**src/sv/lsco_pkg.sv**
```systemverilog
// ----------------------------------------------------------------------------
// lsco_pkg
// shared types, constants and codes of the true-lru slot cache
// ----------------------------------------------------------------------------
package lsco_pkg;

  localparam int CACHE_SLOTS = 8;
  localparam int KEY_BITS    = 32;
  localparam int SLOT_W      = (CACHE_SLOTS > 1) ? $clog2(CACHE_SLOTS) : 1;
  localparam int RANK_W      = SLOT_W;

  localparam logic [RANK_W-1:0] LRU_RANK = RANK_W'(CACHE_SLOTS - 1);

  // command codes
  localparam logic [1:0] CMD_INSERT = 2'd0;
  localparam logic [1:0] CMD_ACCESS = 2'd1;
  localparam logic [1:0] CMD_FLUSH  = 2'd2;

  // how a cell decides it is the one picked this cycle
  localparam logic [1:0] PICK_LRU   = 2'd0;
  localparam logic [1:0] PICK_SLOT  = 2'd1;
  localparam logic [1:0] PICK_FIRST = 2'd2;

  typedef struct packed {
    logic [1:0]  cmd;
    logic [31:0] node_key;
    logic [2:0]  slot;
  } in_item_t;

  typedef struct packed {
    logic [2:0]  used_slot;
    logic        hit;
    logic        released_valid;
    logic [31:0] released_key;
    logic        last;
  } out_item_t;

  // selection broadcast to every cell
  typedef struct packed {
    logic [1:0]        mode;
    logic [SLOT_W-1:0] slot;
  } cell_sel_t;

  // update broadcast to every cell, acted on by the picked cell or by all
  typedef struct packed {
    logic                write_en;
    logic                clear_en;
    logic                promote_en;
    logic [RANK_W-1:0]   old_rank;
    logic [KEY_BITS-1:0] wkey;
  } cell_upd_t;

  // data handed from cell to cell along the row
  typedef struct packed {
    logic                taken;
    logic                valid;
    logic [KEY_BITS-1:0] key;
    logic [RANK_W-1:0]   rank;
    logic [SLOT_W-1:0]   idx;
  } chain_t;

endpackage

```
**src/sv/lru_slot_cache_order_core.sv**
```systemverilog
// ----------------------------------------------------------------------------
// lru_slot_cache_order_core
// true-lru slot cache of node keys built as a row of slot cells
// ----------------------------------------------------------------------------
// insert and access: the request is registered when start is taken in idle, then
//   one pass along the cell row registers the result; flush releases one key per
//   cycle from the row's first-valid pick; no new start is taken while busy
// reset: synchronous active-low rst_n empties all slots, slot i gets rank i
// results are strobed on out_valid for one cycle; the receiver cannot stall
module lru_slot_cache_order_core import lsco_pkg::*; (
  input  logic      clk,
  input  logic      rst_n,
  input  logic      start,
  output logic      busy,
  input  in_item_t  in_item,
  output logic      out_valid,
  output out_item_t out_item
);

  // control states
  localparam logic [1:0] ST_IDLE  = 2'd0;
  localparam logic [1:0] ST_EXEC  = 2'd1;
  localparam logic [1:0] ST_FLUSH = 2'd2;

  logic [1:0] state_r, state_nxt;
  in_item_t   req_r, req_nxt;
  logic       first_r, first_nxt;
  logic       out_valid_r, out_valid_nxt;
  out_item_t  out_item_r, out_item_nxt;

  cell_sel_t  sel;
  cell_upd_t  upd;
  chain_t     link [CACHE_SLOTS+1];
  logic [CACHE_SLOTS-1:0] pick_vec;
  logic [CACHE_SLOTS-1:0] valid_vec;

  logic [KEY_BITS-1:0] req_key;
  logic                slot_ok;
  logic                hit;
  logic                flush_last;

  // row of slot cells, the pick data runs from slot 0 upward
  assign link[0] = '0;

  for (genvar i = 0; i < CACHE_SLOTS; i++) begin : g_cell
    lsco_cell u_cell (
      .clk       (clk),
      .rst_n     (rst_n),
      .cell_idx  (SLOT_W'(i)),
      .sel       (sel),
      .upd       (upd),
      .chain_in  (link[i]),
      .chain_out (link[i+1]),
      .pick      (pick_vec[i]),
      .valid     (valid_vec[i])
    );
  end

  assign req_key = KEY_BITS'(req_r.node_key);
  assign slot_ok = (int'(req_r.slot) < CACHE_SLOTS);

  // access hits only on a valid slot in range holding the same key
  assign hit = slot_ok & link[CACHE_SLOTS].valid & (link[CACHE_SLOTS].key == req_key);

  // the picked slot is the final one when no other slot stays valid
  assign flush_last = ((valid_vec & ~pick_vec) == '0);

  // selection depends on the state and the registered request only
  always_comb begin
    sel.slot = SLOT_W'(req_r.slot);
    sel.mode = PICK_LRU;
    if (state_r == ST_FLUSH) begin
      sel.mode = PICK_FIRST;
    end else if (state_r == ST_EXEC && req_r.cmd == CMD_ACCESS) begin
      sel.mode = PICK_SLOT;
    end
  end

  always_comb begin
    state_nxt     = state_r;
    req_nxt       = req_r;
    first_nxt     = first_r;
    out_valid_nxt = 1'b0;
    out_item_nxt  = out_item_r;

    upd.write_en   = 1'b0;
    upd.clear_en   = 1'b0;
    upd.promote_en = 1'b0;
    upd.old_rank   = link[CACHE_SLOTS].rank;
    upd.wkey       = req_key;

    case (state_r)
      ST_IDLE: begin
        if (start) begin
          req_nxt   = in_item;
          first_nxt = 1'b1;
          case (in_item.cmd)
            CMD_INSERT: state_nxt = ST_EXEC;
            CMD_ACCESS: state_nxt = ST_EXEC;
            CMD_FLUSH:  state_nxt = ST_FLUSH;
            default:    state_nxt = ST_IDLE;   // unused code is dropped
          endcase
        end
      end

      ST_EXEC: begin
        out_valid_nxt = 1'b1;
        out_item_nxt.last = 1'b1;
        if (req_r.cmd == CMD_INSERT) begin
          // least recent slot takes the new key and becomes most recent
          upd.write_en   = 1'b1;
          upd.promote_en = 1'b1;
          out_item_nxt.used_slot      = 3'(link[CACHE_SLOTS].idx);
          out_item_nxt.hit            = 1'b0;
          out_item_nxt.released_valid = link[CACHE_SLOTS].valid;
          out_item_nxt.released_key   = link[CACHE_SLOTS].valid ?
                                        32'(link[CACHE_SLOTS].key) : 32'd0;
        end else begin
          upd.promote_en = hit;
          out_item_nxt.used_slot      = req_r.slot;
          out_item_nxt.hit            = hit;
          out_item_nxt.released_valid = 1'b0;
          out_item_nxt.released_key   = 32'd0;
        end
        state_nxt = ST_IDLE;
      end

      ST_FLUSH: begin
        first_nxt = 1'b0;
        if (link[CACHE_SLOTS].taken) begin
          // release the lowest valid slot this cycle
          upd.clear_en  = 1'b1;
          out_valid_nxt = 1'b1;
          out_item_nxt.used_slot      = 3'(link[CACHE_SLOTS].idx);
          out_item_nxt.hit            = 1'b0;
          out_item_nxt.released_valid = 1'b1;
          out_item_nxt.released_key   = 32'(link[CACHE_SLOTS].key);
          out_item_nxt.last           = flush_last;
          if (flush_last) begin
            state_nxt = ST_IDLE;
          end
        end else begin
          // nothing valid: a single empty result
          if (first_r) begin
            out_valid_nxt = 1'b1;
            out_item_nxt  = '0;
            out_item_nxt.last = 1'b1;
          end
          state_nxt = ST_IDLE;
        end
      end

      default: begin
        state_nxt = ST_IDLE;
      end
    endcase
  end

  always_ff @(posedge clk) begin
    if (!rst_n) begin
      state_r     <= ST_IDLE;
      first_r     <= 1'b0;
      out_valid_r <= 1'b0;
    end else begin
      state_r     <= state_nxt;
      first_r     <= first_nxt;
      out_valid_r <= out_valid_nxt;
    end
  end

  // payload registers
  always_ff @(posedge clk) begin
    req_r      <= req_nxt;
    out_item_r <= out_item_nxt;
  end

  assign busy      = (state_r != ST_IDLE);
  assign out_valid = out_valid_r;
  assign out_item  = out_item_r;

endmodule

```
**src/sv/lsco_cell.sv**
```systemverilog
// ----------------------------------------------------------------------------
// lsco_cell
// one cache slot: key, valid bit and lru rank, with a link to its neighbors
// ----------------------------------------------------------------------------
module lsco_cell import lsco_pkg::*; (
  input  logic              clk,
  input  logic              rst_n,
  input  logic [SLOT_W-1:0] cell_idx,
  input  cell_sel_t         sel,
  input  cell_upd_t         upd,
  input  chain_t            chain_in,
  output chain_t            chain_out,
  output logic              pick,
  output logic              valid
);

  logic [KEY_BITS-1:0] key_r, key_nxt;
  logic                valid_r, valid_nxt;
  logic [RANK_W-1:0]   rank_r, rank_nxt;

  always_comb begin
    case (sel.mode)
      PICK_LRU:   pick = (rank_r == LRU_RANK);
      PICK_SLOT:  pick = (cell_idx == sel.slot);
      PICK_FIRST: pick = valid_r & ~chain_in.taken;
      default:    pick = 1'b0;
    endcase
  end

  // picked cell merges its content into the passing data
  always_comb begin
    chain_out.taken = chain_in.taken | pick;
    chain_out.valid = chain_in.valid | (pick & valid_r);
    chain_out.key   = chain_in.key  | (pick ? key_r    : '0);
    chain_out.rank  = chain_in.rank | (pick ? rank_r   : '0);
    chain_out.idx   = chain_in.idx  | (pick ? cell_idx : '0);
  end

  always_comb begin
    key_nxt   = key_r;
    valid_nxt = valid_r;
    rank_nxt  = rank_r;
    if (pick && upd.write_en) begin
      key_nxt   = upd.wkey;
      valid_nxt = 1'b1;
    end
    if (pick && upd.clear_en) begin
      valid_nxt = 1'b0;
    end
    if (upd.promote_en) begin
      if (pick) begin
        rank_nxt = '0;
      end else if (rank_r < upd.old_rank) begin
        rank_nxt = rank_r + RANK_W'(1);
      end
    end
  end

  always_ff @(posedge clk) begin
    if (!rst_n) begin
      valid_r <= 1'b0;
      rank_r  <= cell_idx;
    end else begin
      valid_r <= valid_nxt;
      rank_r  <= rank_nxt;
    end
  end

  always_ff @(posedge clk) begin
    key_r <= key_nxt;
  end

  assign valid = valid_r;

endmodule
```
**config.mk**
```make
export PLATFORM = sky130hd
export DESIGN_NAME = lru_slot_cache_order_core
export DESIGN_NICKNAME = d
export VERILOG_FILES = /design/src/sv/lsco_pkg.sv /design/src/sv/lru_slot_cache_order_core.sv /design/src/sv/lsco_cell.sv
export SDC_FILE = /design/constraint.sdc
export NUM_CORES = 1
export LEC_CHECK = 0
export ABC_AREA = 1
export BUFFER_PORTS_ARGS = -buffer_cell sky130_fd_sc_hd__buf_2
export CORE_ASPECT_RATIO = 1.4
export CORE_MARGIN = 5
export CORE_UTILIZATION = 48
export DETAILED_ROUTE_END_ITERATION = 10
export GPL_ROUTABILITY_DRIVEN = 0
export PLACE_DENSITY = 0.77
export SYNTH_ARGS = -nofsm -noshare
export SYNTH_HDL_FRONTEND = slang
export SYNTH_SLANG_ARGS = --single-unit
```
**constraint.sdc**
```tcl
create_clock -name clk -period 9.15 [get_ports clk]
set_input_delay 0.4575 -clock clk [delete_from_list [all_inputs] [get_ports clk]]
set_output_delay 0.4575 -clock clk [all_outputs]
set_load 0.03 [all_outputs]
```
==> flow_summary.toml, run 1 <==
[floorplanning]
fp.dieW_um = 160.9
start_util_pct = 48.54
rows = 77
die_h_um = 221.2
io_pins = 80
dieArea_mm2 = 0.03558
core_mm2 = 0.03150

[clocking]
cts_hold_buf = 0
clock_sinks = 367
post_cts.repair.setup_buffers = 0
htree_levels = 2
cts_resized = 0
root_buffer = "clkbuf_16"
cts_buffers = 36
clkSlewWorstSetupHoldPaths_ns = 0.07
tritoncts = "built"
insertion_delay_ns = 0.53
clock_path_buffers = 3

[critical_path]
end_kind = "flip-flop"
start_kind = "flip-flop"
critical_path.max_fanout = 34
critPathMostFrequentCell = "nand2_1"
crit_slowest_cell = "nor2_1"
cpPeakStageDelay_ns = 0.75
critPathKind = "reg -> reg"
cp.required_ns = 9.52
cp.arrival_ns = 6.19

[routing]
ant_nets = 0
drt_iter0_markers = 992
vias = 10368
drt-total-wl_mm = 36.16
first_pass_iters = 5
drt-vias-per-instance = 5.706
wire_per_inst_um = 19.90
drcViolationCount = 0

[logic_synthesis]
synth_area_per_cell_um2 = 11.70
synth_nets = 1382
synth-edff-count = 331
yosysWarnings = 0
synth_common_cells = "nand2_1, edfxtp_1, a21oi_1, inv_1, nand3_1"
synth.area.top_cells = "edfxtp_1, nand2_1, dfxtp_1"
ys_seq_elements = 367
syn_inst = 1307
yosysSeqAreaShare_pct = 69.71
synthesis.area_mm2 = 0.01529
ys_types = 45
ys.flop_type = "edfxtp_1"
yosysMostFrequentCell = "nand2_1"
synth.largest_area_cell = "edfxtp_1"
postSynth.asyncResetShare_pct = 0
yosys.area.top_type_share_pct = 65.00

[global_route]
grt_use_total_pct = 19.93
grt_max_degree = 41
gr-total-overflow = 0
grt_pass1_wl_mm = 56.13
grt_pass1_vias = 10305
antenna_found_initial = 0

[final_layout]
drive_gt1_share_pct = 11.74
syn_to_final_growth_pct = 12.83
multi_input_area_mm2 = 0.004135
fin_util_pct = 54.77
fin_nets = 1472
seqCellArea_mm2 = 0.01066
diodes = 0
fillers = 2484

[sta]
slew_viol_final = 0
fin_crit_ns = 5.829
min_period_over_period_pct = 63.70
fmax_ghz = 0.1716
setup-tns-final_ns = 0
finalHoldViolations = 0
rsz0062_at_grt = "no"
relSlewSlack_pct = 21.23
fin_worst_skew_ns = 0.02125
worst_pin_slew_ns = 1.179
setup_viol = 0

[min_path]
holdCritPathClass = "in -> reg"

[flow_run]
maxCapViolations = 0

[place]
hpwl_mm = 22.92
port_buffers = 79

[power_and_ir_drop]
p_per_area_mw_per_mm2 = 210.0
vdd_drop_max_mv = 0.1631
leakage_nw = 6.686

[status]
outcome = "completed"
## worst max-delay path, delay by kind of cell, from the launching register on
family,cells,cell delay (ns)
adder cells (fa/ha/maj),1,0.31
flip-flops,1,0.32
buffers and inverters,5,0.88
AO/OA/AOI/OAI,1,0.18
AND/OR/NAND/NOR,21,3.92
## power by group
group	internal [mW]	switching [mW]	leakage, nW
registers	1.88	0.0395	3.31
logic	0.0816	0.215	2.83
clock network	0.805	0.601	0.542
## registers in the layout, summed over array words and instances, names as in the netlist
register	count
first_r	1
g_cell.u_cell.key_r	256
g_cell.u_cell.rank_r	24
g_cell.u_cell.valid	8
out_item	38
out_valid	1
req_key	32
req_r	5
state_r	2
## final timing paths
kind | from | end | slack [ns] | depth (start not counted)
worst min-delay path | in_item[32] | req_key[29] | 0.11 | 1
worst min register to register | state_r[0] | state_r[0] | 0.50 | 2
worst max-delay path | state_r[0] | g_cell[5].u_cell.rank_r[2] | 3.32 | 28
worst max register to register | state_r[0] | g_cell[5].u_cell.rank_r[2] | 3.32 | 28
## layout by cell type (no fill, tap or decap), types with 3 or more instances in the layout
master,synthesis,final
nand2_1,371,371
a21oi_1,109,109
nor3_1,5,5
nor2_1,53,45
clkinv_2,0,7
inv_1,88,86
o21ai_0,13,13
a22oi_1,23,23
buf_4,2,13
a22o_1,6,6
clkbuf_16,0,37
nand3_1,85,85
o221ai_1,7,7
dfxtp_1,36,36
nor4_1,5,5
nor2_4,0,8
a211oi_1,4,4
clkbuf_1,22,6
inv_2,6,8
buf_2,10,79
nand3b_1,10,10
edfxtp_1,331,331
nand4_1,41,41
clkinv_1,3,10
o22ai_1,7,7
ha_1,35,35
a221oi_1,4,4
xor2_1,3,3
## final cells by class
cell class,count,area share [%]
timing repair buffer,92,2.857
tap,395,2.864
multi-input combinational,803,23.97
clock inverter,19,0.8412
inverter,97,2.110
clock buffer,44,5.577
sequential,367,61.78
## layer usage
metal / GRT usage [%] / share of wire, % / up-vias
li1: - / - / 4845
met1: 24.41 / 38 / 4984
met2: 35.14 / 51 / 440
met3: 3.202 / 6.9 / 99
met4: 8.150 / 4.1 / 0
met5: 0 / 0 / -
## cell families after synthesis
family / share of synthesized area [%]
adder cells (fa/ha/maj): 2.864
buffers and inverters: 3.739
AO/OA/AOI/OAI: 7.282
AND/OR/NAND/NOR: 16.23
flip-flops: 69.71
XOR/XNOR: 0.1719
## stage by stage
step	power [mW]	std cells	hold slack, ns	instance area (um^2)	worst slack [ns]
finish	3.623	1817	0.1078	17250	3.321
global route	3.750	1817	0.09681	17250	2.929
CTS	3.641	1817	0.09054	17250	3.547
detailed placement	2.248	1754	0.4869	16150	3.609
global placement	2.239	1754	0.4735	16150	3.842
floorplan	2.147	1307	0.4583	15290	5.293
Note: power is estimated with default switching activity, not from simulation.
==> run 2: changes to the inputs <==
--- a/config.mk
+++ b/config.mk
@@ -12,7 +12,7 @@
 export CORE_UTILIZATION = 48
 export DETAILED_ROUTE_END_ITERATION = 10
 export GPL_ROUTABILITY_DRIVEN = 0
-export PLACE_DENSITY = 0.77
+export PLACE_DENSITY = 0.8
 export SYNTH_ARGS = -nofsm -noshare
 export SYNTH_HDL_FRONTEND = slang
 export SYNTH_SLANG_ARGS = --single-unit
==> constraint.sdc (replaced) <==
create_clock -name clk -period 5.3 [get_ports clk]
set_input_delay 0.265 -clock clk [delete_from_list [all_inputs] [get_ports clk]]
set_output_delay 0.265 -clock clk [all_outputs]
set_load 0.03 [all_outputs]
==> run 2 against run 1 <==
Effect of this change: non-clock buffer count rose by 45; global-route usage rose by 0.92 points; cell area rose by 3.7%; combinational power rose by 84%; worst hold slack got worse by 0.036 ns; sequential power rose by 73%; highest routed layer unchanged; maximum frequency rose by 20%; register-to-register slack got worse by 2.9 ns; core utilization rose by 2.0 points; die area did not move; largest power group unchanged; largest cell class unchanged; critical path depth did not move; critical endpoint is now g_cell[7].u_cell.rank_r[0]; clock power rose by 89%.
==> flow_summary.toml, run 2 (synthesized netlist as in run 1, its figures left out) <==
[routing]
drt-total-wl_mm = 38.02
ant_nets = 0
wire_per_inst_um = 20.40
vias = 10763
drt-vias-per-instance = 5.774
drt_iter0_markers = 1109
first_pass_iters = 5
drcViolationCount = 0

[clocking]
cts_buffers = 36
htree_levels = 2
root_buffer = "clkbuf_16"
clock_path_buffers = 3
tritoncts = "built"
insertion_delay_ns = 0.54
clkSlewWorstSetupHoldPaths_ns = 0.07
clock_sinks = 367

[critical_path]
start_kind = "flip-flop"
critPathMostFrequentCell = "nand2_1"
cp.required_ns = 5.69
r2r_end = "g_cell[7].u_cell.rank_r[0]"
r2r_cells = 28
cpPeakStageDelay_ns = 0.41
critical_path.max_fanout = 34
end_kind = "flip-flop"
cp.arrival_ns = 5.25
critPathKind = "reg -> reg"
reg2reg_slack_ns = 0.45
worstReg2RegStart = "state_r[0]"
crit_slowest_cell = "nor2_2"

[final_layout]
largest_reg_flops = 256
seqCellArea_mm2 = 0.01066
fin_area_mm2 = 0.01789
drive_gt1_share_pct = 12.32
regMostFlops = "g_cell.u_cell.key_r"
syn_to_final_growth_pct = 16.99
final_common_cell = "nand2_1"
diodes = 0
multi_input_area_mm2 = 0.004143
stdcell_count = 1864
final_cell_mix = "nand2_1, edfxtp_1, a21oi_1"
fin_nets = 1517
fillers = 2419

[sta]
setup_viol = 0
relSlewSlack_pct = 17.17
fin_crit_ns = 4.855
fin_worst_skew_ns = 0.02406
finalHoldViolations = 0
slew_viol_final = 0
rsz0062_at_grt = "no"
fmax_ghz = 0.2060
min_period_over_period_pct = 91.60
setup-tns-final_ns = 0
worst_pin_slew_ns = 1.240
layout_setup_ws_ns = 0.4451

[floorplanning]
dieArea_mm2 = 0.03558
start_util_pct = 48.54
rows = 77
die_h_um = 221.2
io_pins = 80
fp.dieW_um = 160.9
core_mm2 = 0.03150

[global_route]
grt_pass1_wl_mm = 58.41
grt_pass1_vias = 10764
grt_use_total_pct = 20.85
gr-total-overflow = 0
antenna_found_initial = 0
grt_max_degree = 42

[power_and_ir_drop]
p_seq_share_pct = 50.8
leakage_nw = 6.961
p_int_mw = 4.993
p_sw_mw = 1.537
vdd_drop_max_mv = 0.2336
p_per_area_mw_per_mm2 = 365.0
clockPowerShare_pct = 40.8
combPwrFrac_pct = 8.4
power.total_mw = 6.530
swShare_pct = 23.53

[min_path]
min_to = "first_r"
holdPathStages = 3
holdCritPathClass = "in -> reg"
worstHoldStart = "start"

[status]
outcome = "completed"

[place]
port_buffers = 79
dp.cells = 1762
placed_area_mm2 = 0.01627
hpwl_mm = 23.98
place_ws_ns = 0.1897

[flow_run]
maxCapViolations = 0
==> run 2: cell count changes in the layout (fill, tap and decap cells not counted), sizes merged <==
cell         before  now
inv              95   98
clkbuf           44   43
dlygate4sd3       0   37
clkinv           17   15
clkinvlp          2    1
buf              92  100
bufinv            2    5
==> run 2: through the flow <==
step / hold WS, ns / utilization [%]
2_1_floorplan: 0.3639 / -
3_3_place_gp: 0.4426 / 51.64
3_5_place_dp: 0.4431 / 51.64
4_1_cts: 0.05785 / 56.77
5_1_grt: 0.1084 / 56.79
6_report: 0.07184 / 56.79
==> run 2: area by class of cell <==
cell class | instances | share of cell area [%]
Sequential cell | 367 | 59.58
Multi-Input combinational cell | 803 | 23.16
Timing Repair Buffer | 137 | 5.511
Clock buffer | 43 | 5.476
Tap cell | 395 | 2.762
Inverter | 97 | 2.035
Clock inverter | 22 | 1.476
==> run 2: worst max path at each step <==
stage / startpoint / end / slack (ns) / cells after the start
global placement: state_r[0] / g_cell[6].u_cell.rank_r[2] / 0.44 / 28
CTS: state_r[0] / g_cell[7].u_cell.rank_r[0] / 0.11 / 28
finish: state_r[0] / g_cell[7].u_cell.rank_r[0] / 0.45 / 28
floorplan: state_r[0] / g_cell[4].u_cell.key_r[0] / 1.44 / 17
detailed placement: state_r[0] / g_cell[7].u_cell.rank_r[0] / 0.19 / 28
global route: state_r[0] / g_cell[3].u_cell.rank_r[1] / 0.04 / 28
==> run 2: layer usage <==
layer,vias up,global-route usage [%],part of all wire [%]
li1,4951,-,-
met3,133,3.295,8.2
met1,5121,24.86,36
met4,0,10.77,5.1
met5,-,0,0
met2,558,36.42,51
==> run 2: repair_timing <==
action	in CTS	in global routing
hold buffers	37	0
buffers inserted	0	0
setup endpoints to repair	0	25
gates resized for setup	0	2
hold endpoints to repair	37	0
==> run 2: worst max-delay path, delay by kind of cell (launching register included) <==
family | cells | cell delay [ns]
buf+inv | 4 | 0.66
simple gates | 23 | 3.34
fa+ha+maj | 1 | 0.34
flops | 1 | 0.33
==> run 2: power by group through the flow <==
| stage | clock network (mW) | logic (mW) | registers [mW] |
|---|---|---|---|
| 2_1_floorplan | 0 | 0.289 | 3.42 |
| 3_3_place_gp | 0 | 0.501 | 3.37 |
| 3_5_place_dp | 0 | 0.519 | 3.38 |
| 4_1_cts | 2.71 | 0.545 | 3.32 |
| 5_1_grt | 2.82 | 0.597 | 3.32 |
| 6_report | 2.67 | 0.546 | 3.32 |
==> run 3: changes to the inputs <==
--- a/config.mk
+++ b/config.mk
@@ -9,10 +9,10 @@
 export BUFFER_PORTS_ARGS = -buffer_cell sky130_fd_sc_hd__buf_2
 export CORE_ASPECT_RATIO = 1.4
 export CORE_MARGIN = 5
-export CORE_UTILIZATION = 48
+export CORE_UTILIZATION = 45
 export DETAILED_ROUTE_END_ITERATION = 10
 export GPL_ROUTABILITY_DRIVEN = 0
-export PLACE_DENSITY = 0.8
+export PLACE_DENSITY = 0.76
 export SYNTH_ARGS = -nofsm -noshare
 export SYNTH_HDL_FRONTEND = slang
 export SYNTH_SLANG_ARGS = --single-unit
==> run 3 against run 2 <==
Effect of this change: non-clock buffer count increased by 6; total power down 0.65%; sequential power about the same; clock power is 2% lower; setup slack improved by 0.17 ns; clock-buffer cell count is 1 lower; critical path depth unchanged; final cell count grew 3.3%; critical path type unchanged; critical endpoint is now g_cell[2].u_cell.rank_r[1]; largest cell class unchanged; largest power group unchanged.
==> flow_summary.toml, run 3 (synthesized netlist as in run 1, its figures left out) <==
[global_route]
gr-total-overflow = 0
grt_max_degree = 41
grt_use_total_pct = 18.96
grt_pass1_wl_mm = 57.18
grt_pass1_vias = 10520
antenna_found_initial = 1

[routing]
drcViolationCount = 0
vias = 10690
drt-total-wl_mm = 37.11
wire_per_inst_um = 19.28
drt-vias-per-instance = 5.553
ant_nets = 0
first_pass_iters = 6
drt_iter0_markers = 865

[final_layout]
final_common_cell = "nand2_1"
syn_to_final_growth_pct = 17.62
fin_util_pct = 53.16
largest_reg_flops = 256
fin_area_mm2 = 0.01799
final_cell_mix = "nand2_1, edfxtp_1, a21oi_1"
fin_nets = 1523
drive_gt1_share_pct = 12.82
regMostFlops = "g_cell.u_cell.key_r"
diodes = 0

[sta]
finalHoldViolations = 0
relSlewSlack_pct = 27.02
worst_pin_slew_ns = 1.095
layout_setup_ws_ns = 0.6170
fin_worst_skew_ns = 0.02053
rsz0062_at_grt = "no"
holdWs_ns = 0.09575
min_period_over_period_pct = 88.36
setup-tns-final_ns = 0
setup_viol = 0
slew_viol_final = 0
fmax_ghz = 0.2135
fin_crit_ns = 4.683

[clocking]
clock_sinks = 367
insertion_delay_ns = 0.54
cts_buffers = 36
tritoncts = "built"
clkSlewWorstSetupHoldPaths_ns = 0.06
root_buffer = "clkbuf_16"
htree_levels = 2
clock_path_buffers = 3

[critical_path]
critPathKind = "reg -> reg"
end_kind = "flip-flop"
cpPeakStageDelay_ns = 0.36
cp.arrival_ns = 5.06
critical_path.max_fanout = 34
crit_slowest_cell = "ha_1"
start_kind = "flip-flop"
critPathMostFrequentCell = "nand2_1"
cp.required_ns = 5.68
crit_cells = 28
cp_num_buf_inv = 4
cp_top_family = "simple AND/OR/NAND/NOR gates"
r2r_cells = 28

[place]
port_buffers = 79
placed_area_mm2 = 0.01640
hpwl_mm = 24.40
place_ws_ns = 0.1174

[floorplanning]
start_util_pct = 45.20
fp.dieW_um = 165.8
dieArea_mm2 = 0.03782
die_h_um = 228.1
io_pins = 80
rows = 80
core_mm2 = 0.03383

[power_and_ir_drop]
leakage_nw = 6.985
p_per_area_mw_per_mm2 = 360.7
vdd_drop_max_mv = 0.2731

[flow_run]
maxCapViolations = 0

[min_path]
holdPathStages = 3
holdCritPathClass = "in -> reg"

[status]
outcome = "completed"
-- run 3: per-layer routing --
layer / vias up / wire, um / track usage [%]
met5: - / 13 / 0
met1: 5182 / 13750 / 22.41
met3: 97 / 2657 / 3.602
met4: 2 / 1564 / 8.099
li1: 4955 / - / -
met2: 454 / 19130 / 33.76
-- run 3: final cells by class --
type | count | area [um^2]
clock buffer | 42 | 944.7
fill | 2819 | 15850
multi-input combinational | 803 | 4148
clock inverter | 22 | 261.5
sequential | 367 | 10660
inverter | 97 | 364.1
timing repair buffer | 143 | 1044
tap | 451 | 564.3
-- run 3: metrics by stage --
stage / cells / power, mW
after detailed placement: 1824 / 3.899
after floorplan: 1307 / 3.706
after global placement: 1824 / 3.882
final: 1925 / 6.487
after global routing: 1925 / 6.706
after CTS: 1925 / 6.515
-- run 3: final timing paths --
kind                   start                    endpoint  slack (ns)
setup reg to reg  state_r[0]  g_cell[2].u_cell.rank_r[1]        0.62
setup / recovery  state_r[0]  g_cell[2].u_cell.rank_r[1]        0.62
hold reg to reg   state_r[0]                  state_r[0]        0.50
hold / removal         start                     first_r         0.1
-- run 3: what timing repair did --
item,in CTS,in global routing
resized for setup,0,3
hold buffers,37,0
setup endpoints to repair,0,25
setup buffers,0,0
endpoints found under the hold margin,37,0
-- run 3: tightest hold or removal path, delay by kind of cell --
kind	cells	cell delay, ns
AO/OA/AOI/OAI	2	0.21
buffers and inverters	1	0.10
-- run 3: power by group --
| group | total (mW) | switching [mW] | internal [mW] |
|---|---|---|---|
| clock | 2.62 | 1.09 | 1.54 |
| combinational | 0.547 | 0.378 | 0.169 |
| sequential | 3.32 | 0.0707 | 3.25 |
| total | 6.49 | 1.54 | 4.95 |
